## config.mk

```make
export PLATFORM = sky130hd
export DESIGN_NAME = sha256_stream_hasher
export DESIGN_NICKNAME = d
export VERILOG_FILES = /design/src/sv/sha256_pkg.sv /design/src/sv/sha256_stream_hasher.sv
export SDC_FILE = /design/constraint.sdc
export NUM_CORES = 2
export LEC_CHECK = 0
export ABC_AREA = 1
export BUFFER_PORTS_ARGS = -buffer_cell sky130_fd_sc_hd__buf_2
export CAP_MARGIN = 20
export CELL_PAD_IN_SITES_DETAIL_PLACEMENT = 1
export CELL_PAD_IN_SITES_GLOBAL_PLACEMENT = 2
export CORE_ASPECT_RATIO = 1.4
export CORE_MARGIN = 10
export CORE_UTILIZATION = 25
export DETAILED_ROUTE_END_ITERATION = 8
export PLACE_DENSITY_LB_ADDON = 0.1
export SYNTH_ARGS = -nofsm -noshare
export SYNTH_HDL_FRONTEND = slang
export SYNTH_SLANG_ARGS = --single-unit
```

## constraint.sdc

```tcl
create_clock -name clk -period 17.2 [get_ports clk]
set_input_delay 2.58 -clock clk [delete_from_list [all_inputs] [get_ports clk]]
set_output_delay 2.58 -clock clk [all_outputs]
set_load 0.03 [all_outputs]
```

## src/sv/sha256_pkg.sv

```systemverilog
package sha256_pkg;

  typedef logic [31:0] word_t;

  // Round constants
  function automatic word_t round_k(input logic [5:0] idx);
    word_t k;
    begin
      k = '0;
      case (idx)
        6'd0: k = 32'h428a2f98; 6'd1: k = 32'h71374491; 6'd2: k = 32'hb5c0fbcf;
        6'd3: k = 32'he9b5dba5; 6'd4: k = 32'h3956c25b; 6'd5: k = 32'h59f111f1;
        6'd6: k = 32'h923f82a4; 6'd7: k = 32'hab1c5ed5; 6'd8: k = 32'hd807aa98;
        6'd9: k = 32'h12835b01; 6'd10: k = 32'h243185be; 6'd11: k = 32'h550c7dc3;
        6'd12: k = 32'h72be5d74; 6'd13: k = 32'h80deb1fe; 6'd14: k = 32'h9bdc06a7;
        6'd15: k = 32'hc19bf174; 6'd16: k = 32'he49b69c1; 6'd17: k = 32'hefbe4786;
        6'd18: k = 32'h0fc19dc6; 6'd19: k = 32'h240ca1cc; 6'd20: k = 32'h2de92c6f;
        6'd21: k = 32'h4a7484aa; 6'd22: k = 32'h5cb0a9dc; 6'd23: k = 32'h76f988da;
        6'd24: k = 32'h983e5152; 6'd25: k = 32'ha831c66d; 6'd26: k = 32'hb00327c8;
        6'd27: k = 32'hbf597fc7; 6'd28: k = 32'hc6e00bf3; 6'd29: k = 32'hd5a79147;
        6'd30: k = 32'h06ca6351; 6'd31: k = 32'h14292967; 6'd32: k = 32'h27b70a85;
        6'd33: k = 32'h2e1b2138; 6'd34: k = 32'h4d2c6dfc; 6'd35: k = 32'h53380d13;
        6'd36: k = 32'h650a7354; 6'd37: k = 32'h766a0abb; 6'd38: k = 32'h81c2c92e;
        6'd39: k = 32'h92722c85; 6'd40: k = 32'ha2bfe8a1; 6'd41: k = 32'ha81a664b;
        6'd42: k = 32'hc24b8b70; 6'd43: k = 32'hc76c51a3; 6'd44: k = 32'hd192e819;
        6'd45: k = 32'hd6990624; 6'd46: k = 32'hf40e3585; 6'd47: k = 32'h106aa070;
        6'd48: k = 32'h19a4c116; 6'd49: k = 32'h1e376c08; 6'd50: k = 32'h2748774c;
        6'd51: k = 32'h34b0bcb5; 6'd52: k = 32'h391c0cb3; 6'd53: k = 32'h4ed8aa4a;
        6'd54: k = 32'h5b9cca4f; 6'd55: k = 32'h682e6ff3; 6'd56: k = 32'h748f82ee;
        6'd57: k = 32'h78a5636f; 6'd58: k = 32'h84c87814; 6'd59: k = 32'h8cc70208;
        6'd60: k = 32'h90befffa; 6'd61: k = 32'ha4506ceb; 6'd62: k = 32'hbef9a3f7;
        default: k = 32'hc67178f2;
      endcase
      return k;
    end
  endfunction

  // Initial hash values
  function automatic word_t init_h(input logic [2:0] idx);
    word_t h;
    begin
      h = '0;
      case (idx)
        3'd0: h = 32'h6a09e667; 3'd1: h = 32'hbb67ae85;
        3'd2: h = 32'h3c6ef372; 3'd3: h = 32'ha54ff53a;
        3'd4: h = 32'h510e527f; 3'd5: h = 32'h9b05688c;
        3'd6: h = 32'h1f83d9ab; default: h = 32'h5be0cd19;
      endcase
      return h;
    end
  endfunction

  localparam logic [7:0] PAD_BYTE = 8'h80;
  localparam logic [5:0] LEN_POS  = 6'd56;

endpackage

```

## src/sv/sha256_stream_hasher.sv

```systemverilog
// Byte-serial SHA-256. Byte items are taken one per cycle while in_stall is low; the
// 64th byte of a block stalls the input while the block is loaded, run through
// its rounds and added into the chain words. Closing pads one byte per cycle up to
// byte 63 of each padded block, then the eight digest words leave in index order,
// held while the receiver stalls.
// Reset (synchronous, rst_n low) clears counters and selects the initial hash.
module sha256_stream_hasher (
  input  logic        clk,
  input  logic        rst_n,
  input  logic        in_valid,
  output logic        in_stall,
  input  logic [7:0]  in_data_byte,
  input  logic        in_has_byte,
  input  logic        in_end_of_message,
  output logic        out_valid,
  input  logic        out_stall,
  output logic [31:0] out_digest_word,
  output logic [2:0]  out_word_index,
  output logic        out_last_word
);

  localparam logic [2:0] ST_IDLE = 3'd0;
  localparam logic [2:0] ST_PAD  = 3'd1;
  localparam logic [2:0] ST_LOAD = 3'd2;
  localparam logic [2:0] ST_RND  = 3'd3;
  localparam logic [2:0] ST_ADD  = 3'd4;
  localparam logic [2:0] ST_OUT  = 3'd5;

  logic [2:0]  state_r;
  logic [6:0]  cnt_r;       // load, round and chain update counter
  logic [5:0]  fill_r;
  logic [63:0] len_r;
  logic [63:0] bits_r;
  logic        closing_r;
  logic        padded_r;    // 0x80 already written
  logic        len_blk_r;   // current pad block carries the length
  logic        first_blk_r; // chain memory stale, use initial hash
  logic [2:0]  ord_r;
  logic        rdy_r;

  // Chaining words and block bytes
  logic [31:0] chain_mem [8];
  logic [31:0] chain_q;
  logic [7:0]  blk_mem [64];
  logic [7:0]  blk_q;

  logic [31:0] a_r, b_r, c_r, d_r, e_r, f_r, g_r, h_r;
  // Schedule window, oldest word at index 0
  logic [31:0] w_r [16];

  logic        in_acc;
  logic        bw_en;
  logic [7:0]  bw_data;
  logic [5:0]  blk_ra;
  logic [2:0]  ch_ra;
  logic        ch_we;
  logic [2:0]  ch_wa;
  logic [31:0] ch_wd;
  logic [31:0] init_word;
  logic [31:0] chain_base;
  logic [31:0] w_cur, t1, t2, s0, s1;
  logic [31:0] x15, x2;
  logic        out_load;
  logic        ov_r;
  logic [31:0] od_r;
  logic [2:0]  oi_r;

  assign in_stall = (state_r != ST_IDLE);
  assign in_acc   = in_valid && !in_stall;

  // Byte write path shared by input and padding
  always_comb begin
    bw_en = 1'b0;
    bw_data = in_data_byte;
    if (in_acc && in_has_byte) bw_en = 1'b1;
    else if (state_r == ST_PAD) begin
      bw_en = 1'b1;
      if (!padded_r) bw_data = sha256_pkg::PAD_BYTE;
      else if (len_blk_r && fill_r >= sha256_pkg::LEN_POS)
        bw_data = bits_r[{3'd7 - fill_r[2:0], 3'b000} +: 8];
      else bw_data = '0;
    end
  end

  always_ff @(posedge clk) begin
    if (bw_en) blk_mem[fill_r] <= bw_data;
    blk_q <= blk_mem[blk_ra];
  end

  // Round logic
  function automatic logic [31:0] rotr(input logic [31:0] x, input int n);
    return (x >> n) | (x << (32 - n));
  endfunction

  always_comb begin
    x15 = w_r[1];
    x2  = w_r[14];
    s0  = rotr(x15, 7) ^ rotr(x15, 18) ^ (x15 >> 3);
    s1  = rotr(x2, 17) ^ rotr(x2, 19) ^ (x2 >> 10);
    if (cnt_r < 7'd16) w_cur = w_r[0];
    else w_cur = w_r[0] + s0 + w_r[9] + s1;
    t1 = h_r + (rotr(e_r, 6) ^ rotr(e_r, 11) ^ rotr(e_r, 25)) +
         ((e_r & f_r) ^ (~e_r & g_r)) + sha256_pkg::round_k(cnt_r[5:0]) + w_cur;
    t2 = (rotr(a_r, 2) ^ rotr(a_r, 13) ^ rotr(a_r, 22)) +
         ((a_r & b_r) ^ (a_r & c_r) ^ (b_r & c_r));
  end

  // Memory addresses and chain write-back
  always_comb begin
    blk_ra     = cnt_r[5:0];
    ch_ra      = (state_r == ST_OUT) ? ord_r : cnt_r[2:0];
    init_word  = sha256_pkg::init_h(cnt_r[2:0] - 3'd1);
    chain_base = first_blk_r ? init_word : chain_q;
    ch_we      = (state_r == ST_ADD) && (cnt_r != 7'd0);
    ch_wa      = cnt_r[2:0] - 3'd1;
    ch_wd      = chain_base + a_r;
  end

  always_ff @(posedge clk) begin
    chain_q <= chain_mem[ch_ra];
    if (ch_we) chain_mem[ch_wa] <= ch_wd;
  end

  // Control
  always_ff @(posedge clk) begin
    if (!rst_n) begin
      state_r <= ST_IDLE; cnt_r <= '0; fill_r <= '0; len_r <= '0; bits_r <= '0;
      closing_r <= 1'b0; padded_r <= 1'b0; len_blk_r <= 1'b0;
      first_blk_r <= 1'b1; ord_r <= '0; rdy_r <= 1'b0;
    end else begin
      unique case (state_r)
        ST_IDLE: begin
          if (in_acc) begin
            if (in_has_byte) begin
              fill_r <= fill_r + 6'd1;
              len_r  <= len_r + 64'd1;
            end
            if (in_end_of_message) begin
              closing_r <= 1'b1;
              padded_r <= 1'b0;
              bits_r <= (len_r + {63'd0, in_has_byte}) << 3;
            end
            if (in_has_byte && fill_r == 6'd63) begin
              state_r <= ST_LOAD; cnt_r <= '0;
            end else if (in_end_of_message) state_r <= ST_PAD;
          end
        end
        ST_PAD: begin
          fill_r <= fill_r + 6'd1;
          if (!padded_r) begin
            padded_r <= 1'b1;
            len_blk_r <= (fill_r < sha256_pkg::LEN_POS);
          end
          if (fill_r == 6'd63) begin
            state_r <= ST_LOAD; cnt_r <= '0;
          end
        end
        ST_LOAD: begin
          if (cnt_r == 7'd64) begin
            state_r <= ST_RND; cnt_r <= '0;
          end else cnt_r <= cnt_r + 7'd1;
        end
        ST_RND: begin
          if (cnt_r == 7'd63) begin
            state_r <= ST_ADD; cnt_r <= '0;
          end else cnt_r <= cnt_r + 7'd1;
        end
        ST_ADD: begin
          if (cnt_r == 7'd8) begin
            cnt_r <= '0;
            first_blk_r <= 1'b0;
            if (!closing_r) state_r <= ST_IDLE;
            else if (padded_r && len_blk_r) begin
              state_r <= ST_OUT; ord_r <= '0; rdy_r <= 1'b0;
            end else begin
              // padding not started or length did not fit, one more pad block
              state_r <= ST_PAD;
              if (padded_r) len_blk_r <= 1'b1;
            end
          end else cnt_r <= cnt_r + 7'd1;
        end
        ST_OUT: begin
          if (!rdy_r) rdy_r <= 1'b1;
          else if (out_load) begin
            rdy_r <= 1'b0;
            ord_r <= ord_r + 3'd1;
            if (ord_r == 3'd7) begin
              state_r <= ST_IDLE;
              closing_r <= 1'b0; len_r <= '0; first_blk_r <= 1'b1;
            end
          end
        end
        default: state_r <= ST_IDLE;
      endcase
    end
  end

  // Working variables and schedule window
  always_ff @(posedge clk) begin
    if (state_r == ST_LOAD) begin
      if (cnt_r != 7'd0) begin
        for (int i = 0; i < 15; i++) w_r[i] <= {w_r[i][23:0], w_r[i+1][31:24]};
        w_r[15] <= {w_r[15][23:0], blk_q};
      end
      if (cnt_r != 7'd0 && cnt_r < 7'd9) begin
        h_r <= chain_base; g_r <= h_r; f_r <= g_r; e_r <= f_r;
        d_r <= e_r; c_r <= d_r; b_r <= c_r; a_r <= b_r;
      end
    end else if (state_r == ST_RND) begin
      for (int i = 0; i < 15; i++) w_r[i] <= w_r[i+1];
      w_r[15] <= w_cur;
      h_r <= g_r; g_r <= f_r; f_r <= e_r; e_r <= d_r + t1;
      d_r <= c_r; c_r <= b_r; b_r <= a_r; a_r <= t1 + t2;
    end else if (state_r == ST_ADD && cnt_r != 7'd0) begin
      // rotate so a_r holds the word being added back
      a_r <= b_r; b_r <= c_r; c_r <= d_r; d_r <= e_r;
      e_r <= f_r; f_r <= g_r; g_r <= h_r;
    end
  end

  // Digest output register
  assign out_load = (state_r == ST_OUT) && rdy_r && (!ov_r || !out_stall);

  always_ff @(posedge clk) begin
    if (!rst_n) begin
      ov_r <= 1'b0; od_r <= '0; oi_r <= '0;
    end else if (out_load) begin
      ov_r <= 1'b1; od_r <= chain_q; oi_r <= ord_r;
    end else if (!out_stall) ov_r <= 1'b0;
  end

  assign out_valid = ov_r;
  assign out_digest_word = od_r;
  assign out_word_index = oi_r;
  assign out_last_word = (oi_r == 3'd7);

  a_stall: assert property (@(posedge clk) disable iff (!rst_n)
    (state_r != ST_IDLE) |-> in_stall) else $error("input taken while busy");
  a_hold: assert property (@(posedge clk) disable iff (!rst_n)
    (out_valid && out_stall) |=> (out_valid && $stable(out_digest_word) &&
    $stable(out_word_index))) else $error("stalled output changed");
  a_last: assert property (@(posedge clk) disable iff (!rst_n)
    (out_valid && out_last_word) |-> (out_word_index == 3'd7)) else $error("last");
  a_fill: assert property (@(posedge clk) disable iff (!rst_n)
    (state_r == ST_RND) |-> (fill_r == 6'd0)) else $error("fill during rounds");

endmodule

```

# ---- Yosys cells after proc, flatten, opt, wreduce, memory -nomap -nowiden
# Memory sizes are Yosys's and may differ from the RTL's. A register that Yosys moved wholly into a read port is not among the register bits.
# Cells that the tools add are included.
dict set report totals {
  memories 4
  wordCells 297
  ramBits 1280
  mem_bits_ro 2048
  inputBits 14
  register_bits 441
  out_inout_bits 38
}
dict set report classes {
  n_eq_ne 36
  n_lt_le_gt_ge 4
  shifts 1
  bitwise_logic 43
  addsub 18
  n_mux 132
  n_reduce_logical 37
}
# name depth word_bits read_ports rd_ports_with_merged_regs write_ports line_no
set mem_list {}
lappend mem_list {{(name not given)} 64 32 1 1 0 sha256_pkg.sv:10} ;# case (idx)
lappend mem_list {blk_mem 64 8 1 1 1 sha256_stream_hasher.sv:44} ;# logic [7:0] blk_mem [64];
lappend mem_list {w_r 16 32 16 0 16 sha256_stream_hasher.sv:49} ;# logic [31:0] w_r [16];
lappend mem_list {chain_mem 8 32 1 1 1 sha256_stream_hasher.sv:42} ;# logic [31:0] chain_mem [8];
# op n
set op_table {}
lappend op_table {{$mux 32} 49}
lappend op_table {{$add 32x32->32} 11}
lappend op_table {{$mux 64} 5}
lappend op_table {{$xor 32x32->32} 9}
lappend op_table {{$pmux 32 s7} 1}
lappend op_table {{$and 32x32->32} 5}
lappend op_table {{$pmux 64 s2} 1}
lappend op_table {{$add 64x1->64 const B} 1}
lappend op_table {{$shiftx 64x7->8} 1}
lappend op_table {{$add 61x1->61} 1}
lappend op_table {{$mux 3} 18}
lappend op_table {{$mux 7} 6}
lappend op_table {{$mux 1} 35}
lappend op_table {{$pmux 7 s5} 1}
lappend op_table {{$mux 8} 4}
lappend op_table {{$not 32->32} 1}
lappend op_table {{$or 10x32->32} 1}
lappend op_table {{$or 13x32->32} 1}
lappend op_table {{$or 14x32->32} 1}
lappend op_table {{$or 15x32->32} 1}
lappend op_table {{$or 19x32->32} 1}
lappend op_table {{$or 21x32->32} 1}
lappend op_table {{$or 25x32->32} 1}
lappend op_table {{$or 26x32->32} 1}
lappend op_table {{43 further kinds} 114}

# ---- Longest topological paths before layout
# An unclocked memory read counts as a cell.
dict set report logic_depth {
  word_depth 12
  mapped_depth 51
  depth_no_buf 50
}

# ---- Least setup slack after synthesis
# Ideal clock, no wire load.
dict set report synth_timing {
  path_type {reg-to-reg}
  from {register cnt_r[0]}
  to {memory w_r[0][0], enable pin}
  n_path_buf 5
  slack_ns 2.802
  path_stages_with_launch 13
  required_time_ns 13.567
  t_arrival_ns 10.764
  synth_period_minus_slack_ns 14.398
  setup_ns 3.633
  path_cell_list {dfxtp_1 > inv_1 > clkbuf_1 > clkbuf_1 > clkbuf_1 > ha_1 > nand3_1 > nor2_1 > nor2_1 > inv_1 > clkbuf_1 > clkbuf_1 > nand2_1}
}
# element line_no
set synth_rtl {}
lappend synth_rtl {{from (decl)} sha256_stream_hasher.sv:30} ;# logic [6:0] cnt_r;
lappend synth_rtl {{from (signal assigned)} sha256_stream_hasher.sv:161} ;# end else cnt_r <= cnt_r + 7'd1;
lappend synth_rtl {{from (signal assigned)} sha256_stream_hasher.sv:166} ;# end else cnt_r <= cnt_r + 7'd1;
lappend synth_rtl {{from (signal assigned)} sha256_stream_hasher.sv:180} ;# end else cnt_r <= cnt_r + 7'd1;
lappend synth_rtl {{to (decl)} sha256_stream_hasher.sv:49}

==> impl_metrics.toml <==
[clocking]
htreeDepth = 4
clock_latency_ns = 0.94
clock_sinks = 1790
cts_buffers = 210
cts_tree = "yes"
clockRootBuffer = "clkbuf_16"
post-cts-setup-buffer-count = 0
cts_resized = 0
hold_buffers = 0
cts_buffer_depth = 4
path_clk_slew_ns = 0.06

[setup_path]
start_kind = "flop"
worstReg2RegEnd = "a_r[31]"
cp_slowest_cell = "o21ai_0"
cp_slowest_stage_delay_ns = 0.65
path_max_fanout = 5
worst-r2r-cell-count = 44
endpoint_kind = "flop"
rr_startpoint = "w_r[1][214]"
r2r_slack_ns = 5.53
crit_top_cell = "inv_1"
crit_type = "reg2reg"
cp.required_ns = 17.83
worst_ep_arrival_time_ns = 12.30

[sta]
max-slew-margin-rel_pct = 10.7
max_freq_mhz = 85.7
fin_crit_sh_pct = 67.9
hold_violations = 0
slew_violations = 0
finalSetupViolations = 0
min_period_ns = 11.67
worst_pin_slew_ns = 1.34
setup-tns-final_ns = 0
rsz0062_at_grt = "no"
finClkSkew_ns = 0.0872

[placed_design]
place.gp.congestion = 0.887
post_dp_cell_area_um2 = 98500
dp_hpwl_mm = 274
numPortBuffers = 51

[outcome]
status = "finished, final reports clean"

[floorplan]
coreArea_um2 = 369000
pin_count = 52
num_rows = 264
dieHeight_um = 740
start_util_pct = 25.1
die_area_um2 = 395000
die_w_um = 534

[min_path]
min_to = "len_r[22]"
hold_path_depth = 1
worstHoldStart = "len_r[22]"
holdCritPathClass = "reg2reg"

[synth]
synthesis.area_um2 = 92600
synth_top_cell_area_share_pct = 49.8
synth-seq-cells = 1790
synth.most_common_cell = "nand2_1"
netlist_top_cells_count = "nand2_1, edfxtp_1, o21ai_0"
async_flop_share_pct = 0
synth_ff_type = "edfxtp_1"
syn-num-nets = 10205
ys_seq_area_share_pct = 55.3
yosysTopAreaCell = "edfxtp_1"
avgSynthCellArea_um2 = 9.43
synth_edf_count = 1536
ys_types = 59
synth.area.top_cells = "edfxtp_1, nand2_1, o21ai_0"
ys.warnings.count = 0
syn_inst = 9819

[finish]
area_growth_pct = 13.7
layout.nets = 10119
final_area_um2 = 105000
drive_gt1_share_pct = 6.01

[global_route]
grt_overflow_total = 0
grt_pass1_vias = 73875
antenna_found_initial = 11
grt_use_total_pct = 18.3
grt_pass1_wl_mm = 540
grt_max_degree = 169

[route]
detail_route.wl_per_cell_um = 25.3
num_vias = 68904
wl_mm = 375
via_per_inst = 4.65
drcViolationCount = 0
drtIter0Drc = 3809
final_antenna_net_count = 0
drtPass1Iterations = 5

[job]
drv_cap = 0
## cell families after synthesis
logic type | share of synthesized area [%]
flops | 55.3
compound gates | 11.7
buf+inv | 6.50
xor+xnor | 3.91
fa+ha+maj | 6.77
simple gates | 15.9
## critical path, delay by kind of cell, from the launching register on
kind | cells | cell delay [ns]
adders and majority gates | 9 | 4.20
AOI/OAI and AO/OA | 13 | 3.99
and+or+nand+nor | 11 | 1.24
xor gates and xnor gates | 4 | 0.89
buffers and inverters | 7 | 0.54
DFF | 1 | 0.51
## state kept, by name, summed over array words and instances (netlist names), 61 cells and up, named ones only
name,count
bits_r,61
blk_mem,512
chain_mem,256
len_r,61
w_r,512
## metal layers
| layer | up-vias | track usage [%] | routed length (µm) |
|---|---|---|---|
| li1 | 32706 | - | - |
| met1 | 34900 | 22.0 | 156000 |
| met2 | 881 | 34.3 | 197000 |
| met3 | 417 | 1.71 | 8840 |
| met4 | 0 | 5.62 | 12900 |
| met5 | - | 0 | 0 |
## worst max-delay path by stage
stage	from	to	slack (ns)	cells past startpoint
after floorplan	cnt_r[0]	w_r[0][0]	2.80	12
after global placement	w_r[0][42]	a_r[31]	5.44	43
after detailed placement	w_r[0][42]	a_r[31]	5.49	43
after CTS	w_r[0][53]	a_r[31]	5.41	43
after global routing	w_r[1][214]	a_r[31]	4.61	44
final	w_r[1][214]	a_r[31]	5.53	44
## layout make-up
type | instances | area [µm²]
clock inverter | 106 | 986
multi-input combinational | 6441 | 35600
sequential | 1790 | 51200
inverter | 1097 | 4140
antenna | 1 | 2.50
timing repair buffer | 193 | 1410
clock buffer | 283 | 5790
tap | 4921 | 6160
fill | 42216 | 264000
## cell usage in the layout (no fill, tap or decap), types with 20 or more instances in the layout
cell	instances
o32ai_1	32
dfxtp_1	252
o21bai_1	66
o21ai_0	1215
nor3_1	89
o2111ai_1	69
edfxtp_1	1536
a31oi_1	59
ha_1	184
a21oi_1	330
buf_2	51
fa_1	188
nor4_1	29
xor2_1	250
clkbuf_1	54
o22ai_1	33
nor2_1	1183
nand4_1	39
clkinv_1	50
xnor2_1	163
nand2_1	1981
buf_4	135
maj3_1	20
o21a_1	23
inv_1	1065
nand3_1	279
clkinv_2	23
inv_2	22
clkbuf_16	216
## per-stage QoR
stage          std cells  util (%)  hold WS [ns]  setup slack (ns)
6_report           14832      28.5         0.450              5.53
5_1_grt            14832      28.5         0.476              4.61
4_1_cts            14828      28.5         0.452              5.41
3_5_place_dp       14439      26.7         0.444              5.49
3_3_place_gp       14434      26.7         0.437              5.44
2_1_floorplan       9819         -         0.422              2.80
Power is not shown: default switching activity piles up to over one toggle a cycle in this logic, so the estimate is an artifact.
